`src/rtl/assert_macros.svh`:
```
// ----------------------------------------------------------------------------
// Assertion macros
// Shared concurrent assertion forms, sampled on clk_i and off in reset.
// ----------------------------------------------------------------------------
`ifndef ASSERT_MACROS_SVH
`define ASSERT_MACROS_SVH

// Check that a property holds at every clock edge out of reset
`define GSCT_ASSERT(lbl, prop, msg) \
  lbl: assert property (@(posedge clk_i) disable iff (!rst_ni) prop) \
    else $error(msg);

// Check that a condition never holds out of reset
`define GSCT_NEVER(lbl, cond, msg) \
  lbl: assert property (@(posedge clk_i) disable iff (!rst_ni) !(cond)) \
    else $error(msg);

`endif

```
`src/rtl/gsct_pkg.sv`:
```
// ----------------------------------------------------------------------------
// gsct_pkg
// Widths, constants, saturating helpers and cell types of the growing
// sphere collision time predictor.
// ----------------------------------------------------------------------------
package gsct_pkg;

  localparam int WordW  = 48;
  localparam int FracW  = 32;
  localparam int TimeW  = WordW - 1;
  localparam int HalfW  = WordW / 2;
  localparam int ProdW  = 2 * WordW;
  // root of a positive word shifted up by the fraction
  localparam int RootW  = (WordW - 1 + FracW + 1) / 2;
  localparam int RadW   = 2 * RootW;
  localparam int RemW   = RootW + 2;
  // quotient bits below the saturation point
  localparam int QuoW   = WordW - 1;
  localparam int DivSh  = QuoW - FracW;
  localparam int MulLat = 2;

  typedef logic signed [WordW-1:0] word_t;

  localparam word_t WordMax = {1'b0, {(WordW-1){1'b1}}};
  localparam word_t WordMin = {1'b1, {(WordW-1){1'b0}}};
  localparam word_t One     = word_t'({1'b1, {FracW{1'b0}}});
  localparam word_t Two     = word_t'({2'b10, {FracW{1'b0}}});
  localparam logic signed [WordW:0] WideMax = {2'b00, {(WordW-1){1'b1}}};
  localparam logic signed [WordW:0] WideMin = {2'b11, {(WordW-1){1'b0}}};
  localparam logic [TimeW-1:0] TimeMax = {TimeW{1'b1}};

  // One step of the integer square root
  typedef struct packed {
    logic [RemW-1:0]  rem;
    logic [RootW-1:0] root;
    logic [RadW-1:0]  rad;
  } sqrt_t;

  // One step of the restoring divider
  typedef struct packed {
    logic [WordW-1:0] rem;
    logic [QuoW-1:0]  quo;
    logic [QuoW-1:0]  nlo;
    logic [WordW-1:0] dm;
  } div_t;

  function automatic word_t sat(input logic signed [WordW:0] v);
    word_t r;
    if (v > WideMax) begin
      r = WordMax;
    end else if (v < WideMin) begin
      r = WordMin;
    end else begin
      r = v[WordW-1:0];
    end
    return r;
  endfunction

  function automatic word_t sadd(input word_t a, input word_t b);
    logic signed [WordW:0] s;
    s = {a[WordW-1], a} + {b[WordW-1], b};
    return sat(s);
  endfunction

  function automatic word_t ssub(input word_t a, input word_t b);
    logic signed [WordW:0] s;
    s = {a[WordW-1], a} - {b[WordW-1], b};
    return sat(s);
  endfunction

  function automatic logic [WordW-1:0] mag(input word_t a);
    logic [WordW-1:0] u;
    u = a;
    return a[WordW-1] ? (~u + 1'b1) : u;
  endfunction

endpackage

```
`src/rtl/gsct_sqrt_cell.sv`:
```
// ----------------------------------------------------------------------------
// gsct_sqrt_cell
// One root bit of a digit-by-digit integer square root; hands remainder,
// partial root and remaining radicand to the next cell.
// ----------------------------------------------------------------------------
module gsct_sqrt_cell (
  input  logic              clk_i,
  input  logic              en_i,
  input  gsct_pkg::sqrt_t   cell_i,
  output gsct_pkg::sqrt_t   cell_o
);

  logic [gsct_pkg::RemW+1:0] rem_sh, trial;
  logic                      ge;
  gsct_pkg::sqrt_t           cell_d, cell_q;

  // Bring down two radicand bits and try the next root bit
  always_comb begin
    rem_sh = {cell_i.rem, cell_i.rad[gsct_pkg::RadW-1 -: 2]};
    trial  = (gsct_pkg::RemW + 2)'({cell_i.root, 2'b01});
    ge     = (rem_sh >= trial);
    cell_d.rem  = ge ? gsct_pkg::RemW'(rem_sh - trial) : gsct_pkg::RemW'(rem_sh);
    cell_d.root = {cell_i.root[gsct_pkg::RootW-2:0], ge};
    cell_d.rad  = cell_i.rad << 2;
  end

  always_ff @(posedge clk_i) begin
    if (en_i) begin
      cell_q <= cell_d;
    end
  end

  assign cell_o = cell_q;

endmodule

```
`config.mk`:
```
export PLATFORM = sky130hd
export DESIGN_NAME = gsct_sqrt_cell
export DESIGN_NICKNAME = d
export VERILOG_FILES = /design/src/rtl/assert_macros.svh /design/src/rtl/gsct_pkg.sv /design/src/rtl/gsct_sqrt_cell.sv
export SDC_FILE = /design/constraint.sdc
export NUM_CORES = 1
export LEC_CHECK = 0
export ABC_CLOCK_PERIOD_IN_PS = 3850
export BUFFER_PORTS_ARGS = -buffer_cell sky130_fd_sc_hd__buf_2
export CAP_MARGIN = 20
export CORE_ASPECT_RATIO = 0.6
export CORE_UTILIZATION = 45
export CTS_CLUSTER_DIAMETER = 80
export CTS_CLUSTER_SIZE = 20
export DETAILED_ROUTE_END_ITERATION = 10
export PLACE_DENSITY = 0.87
export SLEW_MARGIN = 20
export SYNTH_ARGS = -nofsm -noshare
export SYNTH_HDL_FRONTEND = slang
export SYNTH_SLANG_ARGS = --single-unit
export TNS_END_PERCENT = 50
```
`constraint.sdc`:
```
create_clock -name clk_i -period 3.85 [get_ports clk_i]
set_input_delay 0.77 -clock clk_i [delete_from_list [all_inputs] [get_ports clk_i]]
set_output_delay 0.77 -clock clk_i [all_outputs]
set_load 0.01 [all_outputs]
```
==> flow_metrics.py <==
metrics = {
    "synthesis": {
        "yosysSeqAreaShare": 0.612,
        "ys.flop_type": "edfxtp_1",
        "synth-async-reset-ratio": 0,
        "synth_common_cells": "edfxtp_1, a21oi_1, inv_1",
        "synth.distinct_cells": 58,
        "yosys-top-cells-area": "edfxtp_1, ha_1, a21oi_1, o21ai_0, inv_1",
        "yosysTopAreaCell": "edfxtp_1",
        "synth_edf_count": 160,
        "synth.most_common_cell": "edfxtp_1",
        "ys_ff_latch": 160,
        "synth.top_cell.area_share": 0.612,
        "synth.avg_cell_area_um2": 12.1,
        "syn_area_mm2": 0.00785,
        "syn_inst": 648,
        "ys_warn_count": 0,
    },
    "route": {
        "wl_um": 21900,
        "via_per_inst": 5.18,
        "drt-initial-drc-count": 614,
        "drc_errors": 0,
        "wire_per_inst_um": 17.8,
        "via_count": 6386,
        "postRouteAntennaNets": 0,
        "dr.pass1.iters": 6,
    },
    "floorplan": {
        "core.rowCount": 36,
        "initial_core_util": 0.472,
        "die_h_um": 104,
        "die_w_um": 172,
        "die_area_mm2": 0.0180,
        "core_area_mm2": 0.0166,
        "io_pins": 326,
    },
    "pwr": {
        "combPwrFrac": 0.203,
        "pwr-share-clk": 0.350,
        "pwr-share-seq": 0.447,
        "p_leak_nw": 4.69,
        "irDropWorstVdd_uv": 268,
        "p_int_mw": 3.48,
        "powerDensity_mw_per_mm2": 466,
        "switching_power_mw": 1.39,
        "swShare": 0.285,
    },
    "clock_tree": {
        "cts_sinks": 160,
        "ctsResizeCount": 0,
        "clk_pin_slew_ns": 0.08,
        "numCtsBuffers": 17,
        "postCtsSetupBuffers": 0,
        "root_buffer": "clkbuf_16",
        "cts_tree": "built",
        "cts_buffer_depth": 2,
        "ctsHoldBuffers": 0,
        "htree_num_levels": 4,
    },
    "placement": {
        "dp_hpwl_um": 16900,
        "place.gp.congestion": 0.895,
        "dp_slack_ns": 0.0233,
        "portBuffers": 323,
    },
    "grt": {
        "overflow": 0,
        "grt_usage": 0.243,
        "antenna_found_initial": 1,
        "grt_max_degree": 74,
        "grt_pass1_vias": 6307,
        "use_met3": 0.0670,
        "use_met2": 0.390,
        "grt.busiest_layer": "met2",
        "grt_use_met1": 0.325,
        "grt_first_pass_wirelength_um": 33300,
    },
    "finish": {
        "multi_input_comb_area_mm2": 0.00270,
        "nNetsFinal": 1199,
        "diodes": 0,
        "regArea_mm2": 0.00480,
        "drive_above_1_share": 0.396,
        "syn2layout_area_growth_pct": 33.3,
        "fillCellCount": 1371,
        "largest_reg_flops": 160,
    },
    "worst_setup_path": {
        "cp_num_buf_inv": 4,
        "end_kind": "flop",
        "crit_top_cell": "a21oi_1",
        "start_kind": "input port",
        "cp_cell_sequence": "buf_2, inv_1, ha_1, a21oi_1, o21ai_0, a311oi_1, nor2_1, or4b_1, a21oi_1, o31a_1, inv_2, buf_4, nor2_1, a21oi_1",
        "critPathMaxFanout": 36,
        "arrival_ns": 3.61,
        "crit_family": "compound AO/OA/AOI/OAI gates",
        "critPathMaxStageDelay_ns": 0.50,
        "cp.required_ns": 4.01,
        "worst_path_max_delay_cell": "or4b_1",
        "crit_type": "in2reg",
    },
    "timing": {
        "fin_tns_setup_ns": 0,
        "slew_headroom": 0.522,
        "finalMaxSlewViolations": 0,
        "rsz0062_at_grt": "no",
        "min_period_over_period": 0.896,
        "final_hold_viol_count": 0,
        "fin_ws_ns": 0.401,
        "worst_pin_slew_ns": 0.718,
        "timing.fmax_mhz": 290,
        "finalSetupViolCount": 0,
        "min_period_ns": 3.45,
    },
    "hold_path": {
        "min_path_type": "in2reg",
    },
    "job": {
        "maxCapViolCount": 0,
    },
    "run_status": {
        "status": "complete, no violations",
    },
}
==> kinds of logic after synthesis <==
group           after synthesis  share of synthesized area
buf+inv                      83                     0.0439
simple gates                153                     0.0954
flops                       160                      0.612
other cells                   1                   0.000478
xor+xnor                     33                     0.0368
compound gates              175                      0.143
mux                           1                    0.00144
fa+ha+maj                    42                     0.0670
==> layout make-up <==
class                   count  area share
flip-flops and latches    160       0.459
multi-input cells         406       0.258
repair buffers            352       0.178
clock buffers              18      0.0410
well taps                 228      0.0273
inverters                  56      0.0201
clock inverters            14      0.0154
==> layer usage <==
| metal | vias up | share of wire |
|---|---|---|
| met4 | 2 | 0.012 |
| met2 | 252 | 0.46 |
| met1 | 3024 | 0.45 |
| met3 | 24 | 0.078 |
| li1 | 3084 | - |
| met5 | - | 0.00059 |
==> metrics by stage <==
| stage | hold slack (ns) | cell area [um2] | utilization | cells | power (mW) |
|---|---|---|---|---|---|
| 2_1_floorplan | 0.869 | 7850 | - | 649 | 2.75 |
| 3_3_place_gp | 0.946 | 9870 | 0.594 | 1202 | 3.17 |
| 3_5_place_dp | 0.948 | 9870 | 0.594 | 1202 | 3.20 |
| 4_1_cts | 0.504 | 10500 | 0.629 | 1234 | 4.91 |
| 5_1_grt | 0.498 | 10500 | 0.629 | 1234 | 5.09 |
| 6_report | 0.518 | 10500 | 0.629 | 1234 | 4.87 |
==> cell usage in the layout, fill, tap and decap left out, types with 5 or more instances in the layout <==
cell type,count
edfxtp_1,160
inv_1,55
inv_6,5
nand2_1,42
nor3_1,9
nor2_1,41
a21oi_1,56
a21o_1,20
nand2b_1,8
a211oi_1,5
buf_2,322
and3_1,7
xor2_1,13
ha_1,42
o31ai_1,6
nand4_1,14
xnor2_1,20
o21ai_0,44
clkbuf_16,17
buf_4,27
nand3_1,11
o21bai_1,5
==> power by group through the flow <==
stage	clock network [mW]	logic, mW	registers, mW
after floorplan	0	0.428	2.32
after global placement	0	0.964	2.21
after detailed placement	0	0.987	2.22
after CTS	1.74	0.992	2.18
after global routing	1.81	1.09	2.20
final	1.70	0.990	2.18
==> final timing paths <==
| check | from | endpoint | depth (start not counted) |
|---|---|---|---|
| setup / recovery | cell_i[109] | cell_o[149] | 14 |
| hold / removal | cell_i[48] | cell_o[50] | 1 |
No activity file was read; power rests on OpenSTA's default activity.
