$ cat src/rtl/assert_macros.svh
// ----------------------------------------------------------------------------
// Assertion macros
// Shared concurrent assertion forms, sampled on clk_i and off in reset.
// ----------------------------------------------------------------------------
`ifndef ASSERT_MACROS_SVH
`define ASSERT_MACROS_SVH

// Check that a property holds at every clock edge out of reset
`define GSCT_ASSERT(lbl, prop, msg) \
  lbl: assert property (@(posedge clk_i) disable iff (!rst_ni) prop) \
    else $error(msg);

// Check that a condition never holds out of reset
`define GSCT_NEVER(lbl, cond, msg) \
  lbl: assert property (@(posedge clk_i) disable iff (!rst_ni) !(cond)) \
    else $error(msg);

`endif

$ cat src/rtl/gsct_pkg.sv
// ----------------------------------------------------------------------------
// gsct_pkg
// Widths, constants, saturating helpers and cell types of the growing
// sphere collision time predictor.
// ----------------------------------------------------------------------------
package gsct_pkg;

  localparam int WordW  = 48;
  localparam int FracW  = 32;
  localparam int TimeW  = WordW - 1;
  localparam int HalfW  = WordW / 2;
  localparam int ProdW  = 2 * WordW;
  // root of a positive word shifted up by the fraction
  localparam int RootW  = (WordW - 1 + FracW + 1) / 2;
  localparam int RadW   = 2 * RootW;
  localparam int RemW   = RootW + 2;
  // quotient bits below the saturation point
  localparam int QuoW   = WordW - 1;
  localparam int DivSh  = QuoW - FracW;
  localparam int MulLat = 2;

  typedef logic signed [WordW-1:0] word_t;

  localparam word_t WordMax = {1'b0, {(WordW-1){1'b1}}};
  localparam word_t WordMin = {1'b1, {(WordW-1){1'b0}}};
  localparam word_t One     = word_t'({1'b1, {FracW{1'b0}}});
  localparam word_t Two     = word_t'({2'b10, {FracW{1'b0}}});
  localparam logic signed [WordW:0] WideMax = {2'b00, {(WordW-1){1'b1}}};
  localparam logic signed [WordW:0] WideMin = {2'b11, {(WordW-1){1'b0}}};
  localparam logic [TimeW-1:0] TimeMax = {TimeW{1'b1}};

  // One step of the integer square root
  typedef struct packed {
    logic [RemW-1:0]  rem;
    logic [RootW-1:0] root;
    logic [RadW-1:0]  rad;
  } sqrt_t;

  // One step of the restoring divider
  typedef struct packed {
    logic [WordW-1:0] rem;
    logic [QuoW-1:0]  quo;
    logic [QuoW-1:0]  nlo;
    logic [WordW-1:0] dm;
  } div_t;

  function automatic word_t sat(input logic signed [WordW:0] v);
    word_t r;
    if (v > WideMax) begin
      r = WordMax;
    end else if (v < WideMin) begin
      r = WordMin;
    end else begin
      r = v[WordW-1:0];
    end
    return r;
  endfunction

  function automatic word_t sadd(input word_t a, input word_t b);
    logic signed [WordW:0] s;
    s = {a[WordW-1], a} + {b[WordW-1], b};
    return sat(s);
  endfunction

  function automatic word_t ssub(input word_t a, input word_t b);
    logic signed [WordW:0] s;
    s = {a[WordW-1], a} - {b[WordW-1], b};
    return sat(s);
  endfunction

  function automatic logic [WordW-1:0] mag(input word_t a);
    logic [WordW-1:0] u;
    u = a;
    return a[WordW-1] ? (~u + 1'b1) : u;
  endfunction

endpackage

$ cat src/rtl/gsct_div_cell.sv
// ----------------------------------------------------------------------------
// gsct_div_cell
// One quotient bit of a restoring divider; hands remainder, quotient,
// remaining dividend bits and divisor to the next cell.
// ----------------------------------------------------------------------------
module gsct_div_cell (
  input  logic             clk_i,
  input  logic             en_i,
  input  gsct_pkg::div_t   cell_i,
  output gsct_pkg::div_t   cell_o
);

  logic [gsct_pkg::WordW:0] rem_sh, dm_x;
  logic                     ge;
  gsct_pkg::div_t           cell_d, cell_q;

  // Shift in the next dividend bit and subtract where it fits
  always_comb begin
    rem_sh = {cell_i.rem, cell_i.nlo[gsct_pkg::QuoW-1]};
    dm_x   = {1'b0, cell_i.dm};
    ge     = (rem_sh >= dm_x);
    cell_d.rem = ge ? gsct_pkg::WordW'(rem_sh - dm_x) : gsct_pkg::WordW'(rem_sh);
    cell_d.quo = {cell_i.quo[gsct_pkg::QuoW-2:0], ge};
    cell_d.nlo = cell_i.nlo << 1;
    cell_d.dm  = cell_i.dm;
  end

  always_ff @(posedge clk_i) begin
    if (en_i) begin
      cell_q <= cell_d;
    end
  end

  assign cell_o = cell_q;

endmodule

$ cat config.mk
export PLATFORM = sky130hd
export DESIGN_NAME = gsct_div_cell
export DESIGN_NICKNAME = d
export VERILOG_FILES = /design/src/rtl/assert_macros.svh /design/src/rtl/gsct_pkg.sv /design/src/rtl/gsct_div_cell.sv
export SDC_FILE = /design/constraint.sdc
export NUM_CORES = 1
export LEC_CHECK = 0
export BUFFER_PORTS_ARGS = -buffer_cell sky130_fd_sc_hd__buf_2
export CORE_MARGIN = 3
export CORE_UTILIZATION = 35
export CTS_CLUSTER_SIZE = 20
export DETAILED_ROUTE_END_ITERATION = 10
export GPL_TIMING_DRIVEN = 0
export HOLD_SLACK_MARGIN = 0.15
export PLACE_DENSITY = 0.62
export SYNTH_ARGS = -nofsm -noshare
export SYNTH_HDL_FRONTEND = slang
export SYNTH_SLANG_ARGS = --single-unit
$ cat constraint.sdc
create_clock -name clk_i -period 3.6 [get_ports clk_i]
set_input_delay 0.54 -clock clk_i [delete_from_list [all_inputs] [get_ports clk_i]]
set_output_delay 0.54 -clock clk_i [all_outputs]
set_load 0.03 [all_outputs]
==> flow_summary.rst <==
.. list-table::
   :header-rows: 1

   * - Metric
     - Value
   * - Highest ir drop seen on vdd
     - 0.2629 mV
   * - Cell at the slowest stage of the critical path
     - a2111oi_0
   * - Fraction of power spent switching nets
     - 0.3289
   * - Master cell of the clock root buffer
     - clkbuf_16
   * - Combinational family with the most area after synthesis
     - compound AO/OA/AOI/OAI gates
   * - Worst setup EP type
     - flip-flop
   * - Total net switching power
     - 2.057 mW
   * - Count of endpoints failing hold in the final timing report
     - 0
   * - Most area-hungry cell type in the Yosys netlist
     - edfxtp_1
   * - Pin slew with the least headroom to its limit
     - about 760 ps
   * - Overall fraction of global-route tracks in use
     - 0.1828
   * - Type of element launching the critical path
     - primary input
   * - Max-cap violation count
     - 0
   * - Flip-flop count of the largest register after layout
     - 189
   * - Internal power consumption
     - between 4 and 5 mW
   * - Number of CTS-inserted buffers
     - 17
   * - Number of cell rows
     - 59
   * - Final Hold Slack
     - between 200 and 300 ps
   * - Post-synthesis cell type count
     - 60
   * - Xor-xnor portion of the synthesized cell area
     - 0.03829
   * - Synth Area in Simple Gates
     - 0.07752
   * - Synthesized area divided by synthesized cell count
     - 12.99 um2
   * - CTS clk-pin slew, worst paths
     - 80 ps
   * - Final cell area excluding filler cells
     - about 0.012 mm2
   * - Area share of fa/ha/maj cells after synthesis
     - 0.06618
   * - Filler cell count
     - ~2500
   * - Detail Placement HPWL
     - approximately 22000 um
   * - Setup violators final
     - 0
   * - Number of buffers added to fix hold violations after cts
     - 0
   * - Overall die width
     - 169.7 um
   * - CTS H-tree depth
     - 4
   * - Floorplan Core Area
     - 0.02621 mm2
   * - Total chip power
     - roughly 6.3 mW
   * - Die outline height
     - roughly 170 um
   * - Area growth, synth to finish
     - 32.54%
   * - Cell Chain, Critical Path
     - buf_2 > inv_1 > ha_1 > a21oi_1 > o21ai_0 > a221o_1 > a211o_1 > o21bai_1 > a2111oi_0 > nor3_1 > mux2_2
   * - Hold crit path type
     - in -> reg
   * - Fin nets
     - ~1400
   * - Top cell type's share of synthesized area
     - 0.6052
   * - Sequential share of power
     - 0.437
   * - Total Die Area
     - approximately 0.029 mm2
   * - First-pass GRT wire length
     - 40060 um
   * - Synthesized-area fraction occupied by ao, oa, aoi and oai cells
     - 0.1114
   * - Fmax
     - about 280 MHz
   * - Buffers on Ports
     - 379
   * - Mux cell area share after synthesis
     - 0.05911
   * - Max-Slew Margin vs Limit
     - 0.4944
   * - Portion of the post-synthesis area used by sequential elements
     - 0.6052
   * - Area of the mapped netlist
     - between 0.009 and 0.01 mm2
   * - Largest fanout on the critical path
     - 7
   * - Status
     - finished, final reports clean
   * - Power Dens Cells
     - around 500 mW/mm2
   * - Share of the clock period used by the worst path after layout
     - 0.9859
   * - Commonest non-fill, non-tap cell in the layout
     - buf_2
   * - Synth warnings
     - 0
   * - Initial standard-cell utilization of the core
     - 0.3578
   * - Crit path DAT
     - 3730 ps
   * - Combinational share of power
     - 0.259
   * - Class of the most critical setup path
     - in -> reg
   * - CP max stage delay
     - 600 ps
   * - Final routed wirelength across all metal layers
     - 27500 um
   * - Post-route minimum period
     - 3549 ps
   * - Data required time of the worst path
     - 3780 ps
   * - CTS tree
     - yes
   * - Maximum clock insertion buffer count
     - 2
   * - DRC violation count after routing
     - 0
   * - Share of total power in the clock network
     - 0.303
   * - Ratio of routed vias to standard cells
     - roughly 5
   * - Detailed-router iteration count before antenna repair
     - 5
   * - DRT antenna net count
     - 0
   * - Leakage power summed over all cells
     - 5.483 nW
   * - I/O pins
     - 382
   * - Vias in the first global route
     - 7077
   * - Initial antenna violation count
     - 7
   * - Final Max Tran Viols
     - 0
   * - Number of instances in the synthesized netlist
     - 722
   * - Flop and latch count out of synthesis
     - 189
   * - Vias
     - 7239
   * - Share of flip-flops with an asynchronous set or reset after synthesis
     - 0
   * - GRT Residual Overflow
     - 0
   * - Biggest area contributors in the synthesized netlist
     - edfxtp_1 61%, ha_1 6.4%, mux2_2 4.7%
   * - Syn Nets
     - 963
   * - Violation count after the first detailed-route iteration
     - 406
   * - Clock Sinks
     - 189
   * - Final weighted congestion in routability-driven placement
     - 0.8349
   * - Share of final-layout standard cells stronger than drive strength 1
     - 0.4363
   * - Maximum number of pins on one net before global-route repair
     - between 100 and 150
   * - Number of enable-type register cells in the synthesized netlist
     - between 150 and 200
   * - DR WL/cell
     - 18.63 um
   * - Area of placed instances
     - 0.01173 mm2
   * - Post-synth top flop
     - edfxtp_1
   * - Most used cells in the layout excluding fill and tap cells
     - 389 x buf_2, 189 x edfxtp_1, 61 x inv_1
## power by group through the flow
| stage | Clock, mW | Sequential (mW) | Combinational (mW) |
|---|---|---|---|
| 3_5_place_dp | 0 | 2.79 | 1.61 |
| 6_report | 1.90 | 2.74 | 1.62 |
| 3_3_place_gp | 0 | 2.79 | 1.60 |
| 5_1_grt | 2.03 | 2.76 | 1.75 |
| 4_1_cts | 1.96 | 2.74 | 1.62 |
| 2_1_floorplan | 0 | 3.25 | 0.605 |
## logic make-up after synthesis
logic type	Yosys count
mux	48
xor+xnor	41
buf+inv	89
flops	189
simple gates	149
compound gates	156
fa+ha+maj	49
other cells	1
## synth_stat cells, drive strengths merged (8+ instances only)
master and instances:
o21bai 11, xnor2 26, a21oi 53, nor2 32, inv 61, edfxtp 189
o21ai 25, clkbuf 8, a31oi 9, xor2 15, ha 48, buf 20
nand2 48, mux2 44, nand3 14, a21o 18, nand4 14, nor3 12
## metrics by stage
stage	util	cells	setup WS, ps	TNS (ps)
after global routing	0.4743	1476	-5.870	-11.22
after CTS	0.4708	1470	5.072	0
final	0.4743	1476	50.74	0
after global placement	0.4462	1436	-592.1	-132960
after floorplan	-	722	244.4	0
after detailed placement	0.4476	1437	-573.8	-23350
## critical path: cells and delay by family
family | cells | cell delay [ps]
buffers and inverters | 2 | 130
adders and majority gates | 1 | 390
AOI/OAI and AO/OA | 6 | 2260
muxes | 1 | 280
and+or+nand+nor | 1 | 140
## path summary, 6_finish.rpt
kind                           to  slack (ps)       start  cells after the start
worst max-delay path  cell_o[176]          50  cell_i[19]                     11
worst min-delay path   cell_o[61]         270  cell_i[60]                      1
## layout make-up
type	instances	area (um2)	share of cell area
Buffer	28	163.9	0.01319
Multi-Input combinational cell	444	3367	0.2709
Timing Repair Buffer	386	1979	0.1593
Clock buffer	17	425.4	0.03423
Antenna cell	2	5.005	0.0004027
Sequential cell	189	5675	0.4566
Inverter	61	229.0	0.01842
Clock inverter	14	165.2	0.01329
Tap cell	335	419.2	0.03372
## repair_timing
item                                    4_1_cts  5_1_grt
endpoints found under the setup margin       35       46
setup buffers                                 2        4
pin swaps                                     2        4
gates resized for setup                       0       11
gates cloned                                  0        0
## metal layers
layer | wire, um | share of wire | GRT usage | vias to the layer above
met5 | 60 | 0.0022 | 0 | -
met4 | 699 | 0.025 | 0.06294 | 10
met3 | 2019 | 0.073 | 0.05497 | 52
met2 | 14320 | 0.52 | 0.3314 | 275
met1 | 10400 | 0.38 | 0.2038 | 3385
li1 | - | - | - | 3517
(Power assumes the default switching activity.)
